$ cat src/hw/rtl/frwm_pkg.sv
package frwm_pkg;

   localparam int DataWidth     = 32;
   localparam int WindowSeconds = 5;
   localparam int FillCount     = 70;
   localparam int SlotWidth     = (WindowSeconds > 1) ? $clog2(WindowSeconds) : 1;
   localparam int SumWidth      = DataWidth + $clog2(WindowSeconds);
   localparam int DivWidth      = SumWidth;
   localparam int CountWidth    = $clog2(DivWidth + 1);

   typedef struct packed {
      logic                 start;
      logic [DivWidth-1:0]  dividend;
      logic [DataWidth-1:0] divisor;
   } div_req_type;

   typedef struct packed {
      logic busy;
      logic done;
   } div_sts_type;

   typedef struct packed {
      logic                 write;
      logic [SlotWidth-1:0] slot;
      logic [DataWidth-1:0] data;
      logic                 sum_start;
   } ring_ctl_type;

   typedef struct packed {
      logic busy;
      logic done;
   } ring_sts_type;

endpackage

$ cat src/hw/rtl/frwm_req_if.sv
interface frwm_req_if;
   logic                           valid;
   logic                           ready;
   logic [frwm_pkg::DataWidth-1:0] seconds_now;

   modport source (output valid, output seconds_now, input ready);
   modport sink (input valid, input seconds_now, output ready);
endinterface

$ cat src/hw/rtl/frwm_rsp_if.sv
interface frwm_rsp_if;
   logic                           valid;
   logic                           ready;
   logic [frwm_pkg::DataWidth-1:0] window_average;
   logic [frwm_pkg::DataWidth-1:0] overall_rate;
   logic [frwm_pkg::DataWidth-1:0] last_second_frames;
   logic [frwm_pkg::DataWidth-1:0] frame_number;

   modport source (output valid, output window_average, output overall_rate,
                   output last_second_frames, output frame_number, input ready);
   modport sink (input valid, input window_average, input overall_rate,
                 input last_second_frames, input frame_number, output ready);
endinterface

$ cat src/hw/rtl/frwm_divider.sv
module frwm_divider (
   input  logic                           clock,
   input  logic                           reset,
   input  frwm_pkg::div_req_type          div_req,
   output frwm_pkg::div_sts_type          div_sts,
   output logic [frwm_pkg::DivWidth-1:0]  quotient
);

   logic [frwm_pkg::DataWidth-1:0]  rem_ff, rem_in;
   logic [frwm_pkg::DivWidth-1:0]   quo_ff, quo_in;
   logic [frwm_pkg::DataWidth-1:0]  divisor_ff, divisor_in;
   logic [frwm_pkg::CountWidth-1:0] count_ff, count_in;
   logic                            busy_ff, busy_in;
   logic                            done_ff, done_in;
   logic [frwm_pkg::DataWidth:0]    shifted;
   logic [frwm_pkg::DataWidth:0]    diff;
   logic                            fits;

   // one restoring step: bring down the next dividend bit
   always_comb begin
      shifted = {rem_ff, quo_ff[frwm_pkg::DivWidth-1]};
      diff    = shifted - {1'b0, divisor_ff};
      fits    = shifted >= {1'b0, divisor_ff};
   end

   always_comb begin
      rem_in     = rem_ff;
      quo_in     = quo_ff;
      divisor_in = divisor_ff;
      count_in   = count_ff;
      busy_in    = busy_ff;
      done_in    = 1'b0;
      if (div_req.start) begin
         rem_in     = '0;
         quo_in     = div_req.dividend;
         divisor_in = div_req.divisor;
         count_in   = frwm_pkg::CountWidth'(frwm_pkg::DivWidth);
         busy_in    = 1'b1;
      end else if (busy_ff) begin
         rem_in   = fits ? diff[frwm_pkg::DataWidth-1:0] : shifted[frwm_pkg::DataWidth-1:0];
         quo_in   = {quo_ff[frwm_pkg::DivWidth-2:0], fits};
         count_in = count_ff - 1'b1;
         if (count_ff == frwm_pkg::CountWidth'(1)) begin
            busy_in = 1'b0;
            done_in = 1'b1;
         end
      end
   end

   always_ff @(posedge clock) begin
      rem_ff     <= rem_in;
      quo_ff     <= quo_in;
      divisor_ff <= divisor_in;
      count_ff   <= count_in;
      if (reset) begin
         busy_ff <= 1'b0;
         done_ff <= 1'b0;
      end else begin
         busy_ff <= busy_in;
         done_ff <= done_in;
      end
   end

   assign div_sts.busy = busy_ff;
   assign div_sts.done = done_ff;
   assign quotient     = quo_ff;

endmodule

$ cat src/hw/rtl/frwm_ring.sv
module frwm_ring (
   input  logic                          clock,
   input  logic                          reset,
   input  frwm_pkg::ring_ctl_type        ring_ctl,
   output frwm_pkg::ring_sts_type        ring_sts,
   output logic [frwm_pkg::SumWidth-1:0] ring_sum
);

   logic [frwm_pkg::DataWidth-1:0] counts_ff [frwm_pkg::WindowSeconds];
   logic [frwm_pkg::SumWidth-1:0]  acc_ff, acc_in;
   logic [frwm_pkg::SlotWidth-1:0] idx_ff, idx_in;
   logic                           busy_ff, busy_in;
   logic                           done_ff, done_in;

   always_ff @(posedge clock) begin
      if (reset) begin
         for (int k = 0; k < frwm_pkg::WindowSeconds; k++) begin
            counts_ff[k] <= frwm_pkg::DataWidth'(frwm_pkg::FillCount);
         end
      end else if (ring_ctl.write) begin
         counts_ff[ring_ctl.slot] <= ring_ctl.data;
      end
   end

   // walk the ring one entry a cycle through a single adder
   always_comb begin
      acc_in  = acc_ff;
      idx_in  = idx_ff;
      busy_in = busy_ff;
      done_in = 1'b0;
      if (ring_ctl.sum_start) begin
         acc_in  = '0;
         idx_in  = '0;
         busy_in = 1'b1;
      end else if (busy_ff) begin
         acc_in = acc_ff + frwm_pkg::SumWidth'(counts_ff[idx_ff]);
         idx_in = idx_ff + 1'b1;
         if (idx_ff == frwm_pkg::SlotWidth'(frwm_pkg::WindowSeconds - 1)) begin
            idx_in  = '0;
            busy_in = 1'b0;
            done_in = 1'b1;
         end
      end
   end

   always_ff @(posedge clock) begin
      acc_ff <= acc_in;
      idx_ff <= idx_in;
      if (reset) begin
         busy_ff <= 1'b0;
         done_ff <= 1'b0;
      end else begin
         busy_ff <= busy_in;
         done_ff <= done_in;
      end
   end

   assign ring_sts.busy = busy_ff;
   assign ring_sts.done = done_ff;
   assign ring_sum      = acc_ff;

endmodule

$ cat src/hw/rtl/frame_rate_window_meter.sv
// Frame rate meter: every request marks one finished frame and carries the elapsed whole
// seconds, and yields one response with the window average, overall rate, frames of the
// last finished second and the running frame number. The block handles one request at a
// time and drops ready until its response is registered; the response register lets the
// next request in while the result still waits. A request in the same second as the one
// before goes from the check straight to the response. A request that opens a new second
// writes its slot, then waits for the ring sum and the divider: the ring is summed one
// entry a cycle through one adder, and a single restoring divider, one quotient bit a
// cycle over 32 + clog2(WINDOW_SECONDS) bits, serves first the window average and then,
// for a nonzero second, the overall rate. After reset the ring holds 70 per slot.
module frame_rate_window_meter (
   input logic        clock,
   input logic        reset,
   frwm_req_if.sink   req_bus,
   frwm_rsp_if.source rsp_bus
);

   typedef enum logic [2:0] {
      ST_IDLE,
      ST_CHECK,
      ST_SUM_WAIT,
      ST_AVG_WAIT,
      ST_ALL_WAIT,
      ST_DONE
   } state_type;

   localparam int DW = frwm_pkg::DataWidth;

   state_type                      state_ff, state_in;
   logic [DW-1:0]                  now_ff, now_in;
   logic [DW-1:0]                  frame_total_ff, frame_total_in;
   logic [DW-1:0]                  at_last_ff, at_last_in;
   logic [DW-1:0]                  last_seen_ff, last_seen_in;
   logic [DW-1:0]                  recent_ff, recent_in;
   logic [frwm_pkg::SlotWidth-1:0] slot_ff, slot_in;
   logic [DW-1:0]                  average_ff, average_in;
   logic [DW-1:0]                  overall_ff, overall_in;
   logic                           rsp_valid_ff, rsp_valid_in;
   logic [DW-1:0]                  out_avg_ff, out_avg_in;
   logic [DW-1:0]                  out_all_ff, out_all_in;
   logic [DW-1:0]                  out_recent_ff, out_recent_in;
   logic [DW-1:0]                  out_frame_ff, out_frame_in;

   frwm_pkg::div_req_type          div_req;
   frwm_pkg::div_sts_type          div_sts;
   logic [frwm_pkg::DivWidth-1:0]  quotient;
   frwm_pkg::ring_ctl_type         ring_ctl;
   frwm_pkg::ring_sts_type         ring_sts;
   logic [frwm_pkg::SumWidth-1:0]  ring_sum;

   frwm_divider u_divider (
      .clock    (clock),
      .reset    (reset),
      .div_req  (div_req),
      .div_sts  (div_sts),
      .quotient (quotient)
   );

   frwm_ring u_ring (
      .clock    (clock),
      .reset    (reset),
      .ring_ctl (ring_ctl),
      .ring_sts (ring_sts),
      .ring_sum (ring_sum)
   );

   always_comb begin
      state_in       = state_ff;
      now_in         = now_ff;
      frame_total_in = frame_total_ff;
      at_last_in     = at_last_ff;
      last_seen_in   = last_seen_ff;
      recent_in      = recent_ff;
      slot_in        = slot_ff;
      average_in     = average_ff;
      overall_in     = overall_ff;
      rsp_valid_in   = rsp_valid_ff;
      out_avg_in     = out_avg_ff;
      out_all_in     = out_all_ff;
      out_recent_in  = out_recent_ff;
      out_frame_in   = out_frame_ff;
      div_req        = '0;
      ring_ctl       = '0;
      if (rsp_valid_ff && rsp_bus.ready) begin
         rsp_valid_in = 1'b0;
      end
      case (state_ff)
         ST_IDLE: begin
            if (req_bus.valid) begin
               now_in   = req_bus.seconds_now;
               state_in = ST_CHECK;
            end
         end
         ST_CHECK: begin
            if (now_ff != last_seen_ff) begin
               // close the finished second: store its count and restart the ring sum
               recent_in        = frame_total_ff - at_last_ff;
               at_last_in       = frame_total_ff;
               last_seen_in     = now_ff;
               ring_ctl.write   = 1'b1;
               ring_ctl.slot    = slot_ff;
               ring_ctl.data    = frame_total_ff - at_last_ff;
               ring_ctl.sum_start = 1'b1;
               if (slot_ff == frwm_pkg::SlotWidth'(frwm_pkg::WindowSeconds - 1)) begin
                  slot_in = '0;
               end else begin
                  slot_in = slot_ff + 1'b1;
               end
               state_in = ST_SUM_WAIT;
            end else begin
               state_in = ST_DONE;
            end
         end
         ST_SUM_WAIT: begin
            if (ring_sts.done) begin
               div_req.start    = 1'b1;
               div_req.dividend = frwm_pkg::DivWidth'(ring_sum);
               div_req.divisor  = DW'(frwm_pkg::WindowSeconds);
               state_in         = ST_AVG_WAIT;
            end
         end
         ST_AVG_WAIT: begin
            if (div_sts.done) begin
               average_in = quotient[DW-1:0];
               // second zero: keep the overall rate as it stands
               if (now_ff != '0) begin
                  div_req.start    = 1'b1;
                  div_req.dividend = frwm_pkg::DivWidth'(frame_total_ff);
                  div_req.divisor  = now_ff;
                  state_in         = ST_ALL_WAIT;
               end else begin
                  state_in = ST_DONE;
               end
            end
         end
         ST_ALL_WAIT: begin
            if (div_sts.done) begin
               overall_in = quotient[DW-1:0];
               state_in   = ST_DONE;
            end
         end
         ST_DONE: begin
            // hold until the response register is free
            if (!rsp_valid_ff || rsp_bus.ready) begin
               frame_total_in = frame_total_ff + 1'b1;
               rsp_valid_in   = 1'b1;
               out_avg_in     = average_ff;
               out_all_in     = overall_ff;
               out_recent_in  = recent_ff;
               out_frame_in   = frame_total_ff + 1'b1;
               state_in       = ST_IDLE;
            end
         end
         default: begin
            state_in = ST_IDLE;
         end
      endcase
   end

   always_ff @(posedge clock) begin
      now_ff        <= now_in;
      out_avg_ff    <= out_avg_in;
      out_all_ff    <= out_all_in;
      out_recent_ff <= out_recent_in;
      out_frame_ff  <= out_frame_in;
      if (reset) begin
         state_ff       <= ST_IDLE;
         frame_total_ff <= '0;
         at_last_ff     <= '0;
         last_seen_ff   <= '0;
         recent_ff      <= '0;
         slot_ff        <= '0;
         average_ff     <= '0;
         overall_ff     <= '0;
         rsp_valid_ff   <= 1'b0;
      end else begin
         state_ff       <= state_in;
         frame_total_ff <= frame_total_in;
         at_last_ff     <= at_last_in;
         last_seen_ff   <= last_seen_in;
         recent_ff      <= recent_in;
         slot_ff        <= slot_in;
         average_ff     <= average_in;
         overall_ff     <= overall_in;
         rsp_valid_ff   <= rsp_valid_in;
      end
   end

   assign req_bus.ready              = (state_ff == ST_IDLE);
   assign rsp_bus.valid              = rsp_valid_ff;
   assign rsp_bus.window_average     = out_avg_ff;
   assign rsp_bus.overall_rate       = out_all_ff;
   assign rsp_bus.last_second_frames = out_recent_ff;
   assign rsp_bus.frame_number       = out_frame_ff;

   a_one_request_at_a_time: assert property (@(posedge clock) disable iff (reset)
      req_bus.valid && req_bus.ready |=> !req_bus.ready)
      else $error("request accepted while another is in work");

   a_slot_in_range: assert property (@(posedge clock) disable iff (reset)
      slot_ff <= frwm_pkg::SlotWidth'(frwm_pkg::WindowSeconds - 1))
      else $error("ring slot beyond window");

   a_divider_free_on_start: assert property (@(posedge clock) disable iff (reset)
      div_req.start |-> !div_sts.busy)
      else $error("divider started while busy");

   a_ring_free_on_start: assert property (@(posedge clock) disable iff (reset)
      ring_ctl.sum_start |-> !ring_sts.busy)
      else $error("ring sum started while busy");

   a_frame_number_tracks_total: assert property (@(posedge clock) disable iff (reset)
      $rose(rsp_bus.valid) |-> rsp_bus.frame_number == frame_total_ff)
      else $error("response frame number differs from frame total");

endmodule

$ cat src/flat_wrapper.sv
// flat-port wrapper written by rule: the top's interface ports become plain ports
module frame_rate_window_meter_flat 
  (clock, reset, req_bus_valid, req_bus_seconds_now, req_bus_ready, rsp_bus_valid, rsp_bus_window_average, rsp_bus_overall_rate, rsp_bus_last_second_frames, rsp_bus_frame_number, rsp_bus_ready);
  frwm_req_if req_bus_i ();
  frwm_rsp_if rsp_bus_i ();
  input logic clock;
  input logic reset;
  input wire logic [$bits(req_bus_i.valid)-1:0] req_bus_valid;
  input wire logic [$bits(req_bus_i.seconds_now)-1:0] req_bus_seconds_now;
  output wire logic [$bits(req_bus_i.ready)-1:0] req_bus_ready;
  output wire logic [$bits(rsp_bus_i.valid)-1:0] rsp_bus_valid;
  output wire logic [$bits(rsp_bus_i.window_average)-1:0] rsp_bus_window_average;
  output wire logic [$bits(rsp_bus_i.overall_rate)-1:0] rsp_bus_overall_rate;
  output wire logic [$bits(rsp_bus_i.last_second_frames)-1:0] rsp_bus_last_second_frames;
  output wire logic [$bits(rsp_bus_i.frame_number)-1:0] rsp_bus_frame_number;
  input wire logic [$bits(rsp_bus_i.ready)-1:0] rsp_bus_ready;
  assign req_bus_i.valid = req_bus_valid;
  assign req_bus_i.seconds_now = req_bus_seconds_now;
  assign req_bus_ready = req_bus_i.ready;
  assign rsp_bus_valid = rsp_bus_i.valid;
  assign rsp_bus_window_average = rsp_bus_i.window_average;
  assign rsp_bus_overall_rate = rsp_bus_i.overall_rate;
  assign rsp_bus_last_second_frames = rsp_bus_i.last_second_frames;
  assign rsp_bus_frame_number = rsp_bus_i.frame_number;
  assign rsp_bus_i.ready = rsp_bus_ready;
  frame_rate_window_meter u_core (.clock(clock), .reset(reset), .req_bus(req_bus_i), .rsp_bus(rsp_bus_i));
endmodule
$ cat config.mk
export PLATFORM = sky130hd
export DESIGN_NAME = frame_rate_window_meter_flat
export DESIGN_NICKNAME = d
export VERILOG_FILES = /design/src/hw/rtl/frwm_pkg.sv /design/src/hw/rtl/frwm_req_if.sv /design/src/hw/rtl/frwm_rsp_if.sv /design/src/hw/rtl/frwm_divider.sv /design/src/hw/rtl/frwm_ring.sv /design/src/hw/rtl/frame_rate_window_meter.sv /design/src/flat_wrapper.sv
export SDC_FILE = /design/constraint.sdc
export NUM_CORES = 1
export LEC_CHECK = 0
export BUFFER_PORTS_ARGS = -buffer_cell sky130_fd_sc_hd__clkbuf_2
export CAP_MARGIN = 20
export CORE_ASPECT_RATIO = 0.8
export CORE_MARGIN = 5
export CORE_UTILIZATION = 45
export CTS_CLUSTER_DIAMETER = 30
export CTS_CLUSTER_SIZE = 10
export DETAILED_ROUTE_END_ITERATION = 6
export PLACE_DENSITY = 0.63
export SYNTH_ARGS = -nofsm -noshare
export SYNTH_HDL_FRONTEND = slang
export SYNTH_SLANG_ARGS = --single-unit
export TNS_END_PERCENT = 10
$ cat constraint.sdc
create_clock -name clock -period 20.1 [get_ports clock]
set_clock_uncertainty 0.05 [all_clocks]
set_input_delay 5.025 -clock clock [delete_from_list [all_inputs] [get_ports clock]]
set_output_delay 5.025 -clock clock [all_outputs]
set_load 0.05 [all_outputs]
# [Word-level counts from Yosys, hierarchy flattened]
# Memories as Yosys holds them, arrays and structs flattened. A register that Yosys moved wholly into a read port is not among the register bits.
# Index checks and enable logic that the tools add are counted.
[totals] ff_bits=506 ram_bits=160 input_bits=36 out_inout_bits=130 elab_cells=104 n_memories=1
[mem_list] memory="u_core.u_ring.counts_ff" words=5 word_bits=32 read_ports=1 rd_clocked_by_memory_dff=1 write_ports=5 line="frwm_ring.sv:9" source="logic [frwm_pkg::DataWidth-1:0] counts_ff [frwm_pkg::WindowSeconds];"
[op_classes] add_sub_neg=7 magnitude_cmp=1 eq_ne=14 n_mux=40 bitwise_logic=2 n_reduce_logical=15
[ops] operator="$mux 68" n=3
[ops] operator="$pmux 68 s2" n=1
[ops] operator="$mux 37" n=2
[ops] operator="$mux 35" n=2
[ops] operator="$mux 32" n=2
[ops] operator="$sub 32x32->32" n=2
[ops] operator="$add 35x32->35" n=1
[ops] operator="$ge 33x32->1" n=1
[ops] operator="$mux 3" n=11
[ops] operator="$add 32x1->32 const B" n=1
[ops] operator="$ne 32x32->1" n=1
[ops] operator="$reduce_bool 32->1" n=1
[ops] operator="$reduce_or 32->1" n=1
[ops] operator="$mux 1" n=18
[ops] operator="$pmux 3 s6" n=1
[ops] operator="$eq 3x3->1 const B" n=4
[ops] operator="$reduce_and 2->1" n=5
[ops] operator="$ne 2x2->1 const B" n=4
[ops] operator="$add 3x1->3 const B" n=2
[ops] operator="$eq 3x2->1 const B" n=2
[ops] operator="$eq 6x1->1 const B" n=1
[ops] operator="$reduce_or 3->1" n=2
[ops] operator="$sub 6x1->6 const B" n=1
[ops] operator="$reduce_and 5->1" n=1
[ops] operator="other kinds (8)" n=9

# [Depth between registers and ports, before layout]
# Gate-level depths: netlist of the first run.
[logic_depth] depth_word=8 depth_mapped=15 mapped_depth_nobuf=13

# [By module]
# Synthesis of the first run repeated with hierarchy kept, for this count alone.
[hier_totals] hier_cells=3215 hier_area_um2=35953.2
[by_module_without_submodules] mod="frame_rate_window_meter" n_inst=1 cells_per_inst=1617 area_each_um2=15635.0 seq_area_each_um2=8788.4
[by_module_without_submodules] mod="frwm_ring" n_inst=1 cells_per_inst=992 area_each_um2=14138.6 seq_area_each_um2=8548.2
[by_module_without_submodules] mod="frwm_divider" n_inst=1 cells_per_inst=606 area_each_um2=6179.7 seq_area_each_um2=2812.7

# [Worst setup path after synthesis of the first run]
# Ideal clock, no wire load.
[synth_path] path_type="in2reg" start="input rsp_bus_ready" end="register u_core.frame_total_ff[18]" setup_time_ns=0.128 arrival_time_ns=9.692 required_time_ns=19.922 slack_ns=10.230 cell_stages=7 n_path_buf=1 cell_sequence="nand2b_1 -> nand3_1 -> clkinv_1 -> clkbuf_1 -> nand2_1 -> xnor2_1 -> nor2_1"
[synth_between] elab_chain_len=2
[synth_rtl] element="from (decl)" line="flat_wrapper.sv:16" source="input wire logic [$bits(rsp_bus_i.ready)-1:0] rsp_bus_ready;"
[synth_rtl] element="$logic_or 1x1->1" line="frame_rate_window_meter.sv:144" source="if (!rsp_valid_ff || rsp_bus.ready) begin"
[synth_rtl] element="$reduce_and 2->1 (no source line)"
[synth_rtl] element="to (signal assigned)" line="frame_rate_window_meter.sv:178" source="frame_total_ff <= frame_total_in;"
[synth_rtl] element="to (decl)" line="frame_rate_window_meter.sv:31" source="logic [DW-1:0] frame_total_ff, frame_total_in;"
# No other way between the ends.
# A chain may end at the register's enable or synchronous reset.

# [Worst setup path in the final report of the first run]
[layout_path] start="input rsp_bus_ready" end="register u_core.frame_total_ff[31]"
# Same word-level chain as after synthesis.

==> results of run 1 <==
## layer usage
layer | share of wire (%) | GRT usage (%) | up-vias | wire length [um]
li1 | - | - | 12100 | -
met2 | 43 | 32.8 | 945 | 41500
met3 | 7.6 | 4.73 | 119 | 7310
met1 | 48 | 34.6 | 12600 | 46000
met5 | 0 | 0 | - | 0
met4 | 1.7 | 5.67 | 0 | 1640
## area by class of cell
type / count / share of cell area [%]
flip-flops and latches: 765 / 48.0
clock inverters: 86 / 2.71
clock buffers: 169 / 9.05
inverters: 120 / 1.09
multi-input cells: 2180 / 33.3
well taps: 1023 / 3.05
repair buffers: 204 / 2.78
## report_power, final
part	switching, W	internal [W]	leakage [nW]
Combinational	0.000470	0.000332	6.48
Sequential	0.0000897	0.00173	6.99
Clock	0.000828	0.00160	2.37
## synthesized netlist by cell type, drive strengths merged (59+ instances only)
cell,count,share of area [%]
dfxtp,282,16
edfxtp,483,41
xor2,88,2.2
clkbuf,155,1.6
inv,117,1.2
nor3,59,0.87
o21ai,106,1.5
nor2,273,2.9
mux4,64,4.1
a21oi,288,4.1
nand2,532,5.7
ha,102,3.6
## stage by stage
step | instance area [um2] | instances | setup slack, ns | power [W] | util, %
5_1_grt | 42000 | 4547 | 12.84 | 0.00526 | 54.2
6_report | 42000 | 4547 | 13.11 | 0.00506 | 54.2
2_1_floorplan | 35300 | 3257 | 10.23 | 0.00243 | -
4_1_cts | 41900 | 4545 | 13.03 | 0.00509 | 54.1
3_5_place_dp | 37000 | 4290 | 12.32 | 0.00264 | 47.8
3_3_place_gp | 37000 | 4290 | 12.36 | 0.00264 | 47.8
## sequential cells by signal (all words and copies together) (netlist names), 3 cells and up, named ones only
register	flops
u_core.average_ff	32
u_core.now_ff	32
u_core.u_divider.divisor_ff	32
u_core.rsp_bus.overall_rate	32
u_core.rsp_bus.last_second_frames	32
u_core.u_divider.quotient	35
u_core.u_ring.ring_sum	35
u_core.last_seen_ff	32
u_core.recent_ff	32
u_core.at_last_ff	32
u_core.u_divider.rem_ff	32
u_core.state_ff	3
u_core.u_ring.idx_ff	3
u_core.u_ring.counts_ff	256
u_core.slot_ff	3
u_core.rsp_bus.window_average	32
u_core.overall_ff	32
u_core.frame_total_ff	32
u_core.rsp_bus.frame_number	32
u_core.u_divider.count_ff	6
## final timing paths
| path | end | start | slack [ns] |
|---|---|---|---|
| worst max-delay path | u_core.frame_total_ff[31] | rsp_bus_ready | 13.11 |
| worst min-delay path | u_core.rsp_bus.window_average[28] | u_core.average_ff[28] | 0.37 |
| worst max register to register | u_core.u_ring.ring_sum[34] | register | 14.48 |
| worst min register to register | u_core.rsp_bus.window_average[28] | u_core.average_ff[28] | 0.37 |
## cell families after synthesis
| family | count (synthesis) |
|---|---|
| XOR/XNOR | 144 |
| AND/OR/NAND/NOR | 1167 |
| buffers and inverters | 312 |
| multiplexers | 112 |
| AO/OA/AOI/OAI | 652 |
| adder cells (fa/ha/maj) | 105 |
| flip-flops | 765 |
## worst reg2reg max path, stage by stage (launching register included)
cell,delay (ns)
dfxtp_4,0.67
buf_4,0.76
mux4_2,0.64
mux2_2,0.31
ha_1,0.37
a21o_1,0.21
a21oi_1,0.30
o211ai_1,0.18
nor4_1,0.85
o311ai_0,0.52
nand4_1,0.30
a21oi_1,0.15
mux2i_1,0.18
==> impl_metrics.json, run 1 <==
{
  "tightest_slew_ns": 1.09,
  "crit_cells": 9,
  "max_cap_violations": 0,
  "grt_pass1_vias": 23800,
  "fmax_mhz": 143,
  "path_common_cell": "buf_4",
  "critPathMaxFanout": 76,
  "fin_crit_ns": 6.99,
  "wl_per_cell_um": 21.2,
  "end_kind": "register",
  "status": "completed",
  "rsz0062_at_grt": "false",
  "cp_data_arrival_time_ns": 7.49,
  "async_flop_share_pct": 0,
  "grt_max_degree": 95,
  "diodes": 0,
  "slew_headroom_pct": 26.5,
  "grt_overflow": 0,
  "reg2reg_depth": 12,
  "slowest_stage": "buf_4",
  "final_cell_mix": "nand2_1, edfxtp_1, a21oi_1",
  "final_hold_viol_count": 0,
  "synth_top_flop_cell": "edfxtp_1",
  "grt_first_pass_wirelength_um": 146000,
  "syn_nets": 3398,
  "hold_depth": 0,
  "synth_fa_ha_area_share_pct": 3.79,
  "die_area_um2": 84100,
  "path_cells": "clkbuf_2 > nand2b_1 > nand3_1 > buf_4 > inv_6 > buf_4 > nand4_1 > xor2_1 > nor2_1",
  "drtAntennaViolNets": 0,
  "drt_first_pass_iters": 5,
  "gp_congestion": 0.920,
  "clockBufferDepth": 3,
  "p_leak_nw": 15.8,
  "hold_buffers": 0,
  "yosysSeqAreaShare_pct": 57.1,
  "synth-simple-area-share_pct": 14.9,
  "tns_ns": 0,
  "antenna_found_initial": 2,
  "irDropWorstVdd_mv": 0.0720,
  "clkSinkCount": 765,
  "finalSetupViolations": 0,
  "die_x_um": 323,
  "period_share_pct": 34.8,
  "start_kind": "input port",
  "io_buffers": 165,
  "synth_xor_area_share_pct": 3.60,
  "syn2layout_area_growth_pct": 19.0,
  "io_pins": 166,
  "crit_type": "in2reg",
  "drc": 0,
  "htree_levels": 4,
  "synth-compound-area-share_pct": 11.6,
  "core_um2": 77400,
  "syn-instance-count": 3257,
  "syn_avg_cell_area_um2": 10.8,
  "drtIter0Drc": 2875,
  "ys_seq_elements": 765,
  "row_count": 91,
  "dpl.hpwl_um": 65000,
  "nets": 3551,
  "critPathTopFamily": "buffers and inverters",
  "cts-root-buf": "clkbuf_16",
  "path_clk_slew_ns": 0.05,
  "holdCritPathClass": "reg2reg",
  "cellPowerDensity_nw_per_um2": 121,
  "synth_mux_area_share_pct": 5.56,
  "final_layout_size_suffix_gt1_share_pct": 16.5,
  "insertion_delay_ns": 0.72,
  "synth_top_family_by_area": "simple AND/OR/NAND/NOR gates",
  "synth_edf_count": 483,
  "gr-usage-all-layers_pct": 22.6,
  "critPathRequiredTime_ns": 20.60,
  "yosys_warnings": 0,
  "cp_num_buf_inv": 4,
  "multiInputGateArea_um2": 14000,
  "wl_um": 96500,
  "cts_resized": 0,
  "post_cts_buffers": 0,
  "cts_tree": "built",
  "slowest_delay_ns": 0.84,
  "die_h_um": 260,
  "slew_viol_final": 0,
  "initial_utilization_pct": 45.6,
  "viasPerCell": 5.66,
  "ys_types": 91,
  "final_common_cell": "nand2_1",
  "nFillCells": 6668,
  "cts_buffers": 139,
  "vias": 25700,
  "whs_ns": 0.371,
  "seq_area_um2": 20200,
  "synth_area_um2": 35300
}
Note: power is estimated with default switching activity, not from simulation.
==> run 2: changes to the inputs <==
Settings changed: ABC_AREA set to 1.
Clock period 20.1 ns to 6.8 ns, I/O delays scaled along.
==> run 2 against run 1 <==
Clock power rose to 3.0 times the previous value. Sequential share of layout area decreased by 2.6 points. Cell count rose by 30%. Largest cell class unchanged.
==> impl_metrics.json, run 2 <==
{
  "critPathMaxFanout": 26,
  "max_cap_violations": 0,
  "htree_levels": 4,
  "wl_um": 115000,
  "holdCritPathClass": "reg2reg",
  "yosysSeqAreaShare_pct": 53.7,
  "hold_depth": 0,
  "final_hold_viol_count": 0,
  "syn2layout_area_growth_pct": 18.2,
  "tns_ns": 0,
  "synth_top_cells_by_area": "edfxtp_1, dfxtp_1, nand2_1, nor2_1, inv_1",
  "grt_overflow": 0,
  "wl_per_cell_um": 19.4,
  "syn-instance-count": 4484,
  "slew_viol_final": 0,
  "regMostFlops": "u_core.u_ring.counts_ff",
  "core_um2": 82400,
  "drtAntennaViolNets": 0,
  "grt_pass1_vias": 28700,
  "fin_crit_ns": 4.64,
  "viasPerCell": 5.30,
  "pre_cts_ws_ns": 2.29,
  "die_x_um": 333,
  "clockBufferDepth": 3,
  "drc": 0,
  "critPathRequiredTime_ns": 7.35,
  "crit_type": "reg2reg",
  "synth-compound-area-share_pct": 9.53,
  "cts_resized": 0,
  "synth_top_family_by_area": "simple AND/OR/NAND/NOR gates",
  "synth_area_um2": 37500,
  "cts-root-buf": "clkbuf_16",
  "largest_reg_flops": 256,
  "synth.most_common_cell": "nand2_1",
  "status": "completed",
  "post_cts_buffers": 0,
  "die_area_um2": 89300,
  "cellPowerDensity_nw_per_um2": 401,
  "yosys_warnings": 0,
  "io_pins": 166,
  "synthTopCellsByCount": "nand2_1, nor2_1, inv_1",
  "final_cell_mix": "nand2_1, nor2_1, inv_1",
  "synth_xor_area_share_pct": 1.77,
  "final_layout_size_suffix_gt1_share_pct": 10.6,
  "final.setup.worst_slack_ns": 2.16,
  "io_buffers": 165,
  "yosys.area.top_type": "edfxtp_1",
  "antenna_found_initial": 3,
  "min_from": "u_core.average_ff[14]",
  "diodes": 0,
  "p_leak_nw": 19.2,
  "synth_edf_count": 483,
  "clkSinkCount": 765,
  "finalSetupViolations": 0,
  "path_clk_slew_ns": 0.05,
  "cts_tree": "built",
  "nets": 4810,
  "nFillCells": 7480,
  "drt_first_pass_iters": 6,
  "start_kind": "register",
  "cp_data_arrival_time_ns": 5.19,
  "rsz0062_at_grt": "false",
  "synth_mux_area_share_pct": 0,
  "async_flop_share_pct": 0,
  "slew_headroom_pct": 32.1,
  "synth_top_flop_cell": "edfxtp_1",
  "vias": 31300,
  "gp_congestion": 0.976,
  "ys_types": 49,
  "grt_max_degree": 136,
  "synth-simple-area-share_pct": 22.8,
  "fmax_mhz": 215,
  "r2r_setup_slack_ns": 2.16,
  "grt_first_pass_wirelength_um": 173000,
  "row_count": 94,
  "cts_buffers": 142,
  "multiInputGateArea_um2": 14200,
  "die_h_um": 268,
  "initial_utilization_pct": 45.5,
  "final_common_cell": "nand2_1",
  "drtIter0Drc": 3538,
  "reg2reg_depth": 21,
  "synth_fa_ha_area_share_pct": 3.56,
  "syn_nets": 4625,
  "irDropWorstVdd_mv": 0.244,
  "insertion_delay_ns": 0.74,
  "seq_area_um2": 20200,
  "holdPathEnd": "u_core.rsp_bus.window_average[14]",
  "ys_seq_elements": 765,
  "gr-usage-all-layers_pct": 25.2,
  "syn_avg_cell_area_um2": 8.37,
  "period_share_pct": 68.2,
  "r2r-end": "u_core.u_ring.ring_sum[30]",
  "synth.top_cell.area_share_pct": 38.7,
  "end_kind": "register",
  "hold_buffers": 0,
  "tightest_slew_ns": 1.01,
  "dpl.hpwl_um": 80500
}
run 2: cell types whose count changed after synthesis, moves of 121 or more:
| cell | delta |
|---|---|
| nand2_1 | +478 |
| inv_1 | +509 |
| a21oi_1 | -121 |
| nand3_1 | +146 |
| nor2_1 | +446 |
| o21ai_0 | +181 |
run 2: through the flow:
step / cells / hold slack (ns) / total power [W] / cell area (um2) / utilization, %
global route: 5894 / 0.377 / 0.0187 / 44400 / 53.8
detailed placement: 5628 / 0.359 / 0.0105 / 39300 / 47.6
CTS: 5893 / 0.371 / 0.0178 / 44300 / 53.8
floorplan: 4484 / 0.353 / 0.00902 / 37500 / -
finish: 5894 / 0.373 / 0.0178 / 44400 / 53.8
global placement: 5628 / 0.359 / 0.0104 / 39300 / 47.6
run 2: cell type report:
type	instances	share of cell area (%)
Clock buffer	179	8.86
Clock inverter	86	2.57
Inverter	645	5.46
Multi-Input combinational cell	2915	32.0
Sequential cell	765	45.4
Tap cell	1104	3.11
Timing Repair Buffer	200	2.56
run 2: cell families (layout without fill, tap and decap cells):
family	count (synthesis)	after routing
adders and majority gates	105	105
and+or+nand+nor	2086	2086
DFF	765	765
xor gates and xnor gates	76	76
buffers and inverters	804	1110
AOI/OAI and AO/OA	648	648
run 2: worst max-delay path by stage:
stage                                 end  slack [ns]  cells after the start
6_report       u_core.u_ring.ring_sum[30]        2.16                     21
5_1_grt        u_core.u_ring.ring_sum[30]        1.76                     21
4_1_cts        u_core.u_ring.ring_sum[30]        2.22                     21
3_5_place_dp   u_core.u_ring.ring_sum[30]        2.29                     21
3_3_place_gp   u_core.u_ring.ring_sum[30]        2.37                     21
2_1_floorplan    u_core.frame_total_ff[1]        1.94                      8
run 2: report_power, final:
part	switching (W)	internal (W)
clock network	0.00251	0.00480
logic	0.00341	0.00145
registers	0.000322	0.00532
total	0.00624	0.0116
run 2: worst max-delay path, cell delays in order (launching register included):
cell and delay, ns:
dfxtp_2 0.30, buf_4 0.29, clkinv_1 0.60, buf_4 0.44, nor2_1 0.11, o21ai_0 0.08, a31oi_1 0.50, ha_1 0.44
inv_1 0.09, fa_1 0.43, inv_1 0.10, nand3_1 0.07, nand2_1 0.16, nand2_1 0.07, nand2_1 0.14, nand3_1 0.09
nand2_1 0.13, nand2_1 0.12, nand3_1 0.10, nand3_1 0.07, nand2_1 0.08, inv_1 0.03
run 2: per-layer routing:
metal	up-vias	wire [um]	GRT usage (%)
met1	14700	54300	38.8
met4	0	3000	7.61
met3	176	12100	6.45
met2	1379	45100	34.6
met5	-	0	0
li1	15100	-	-
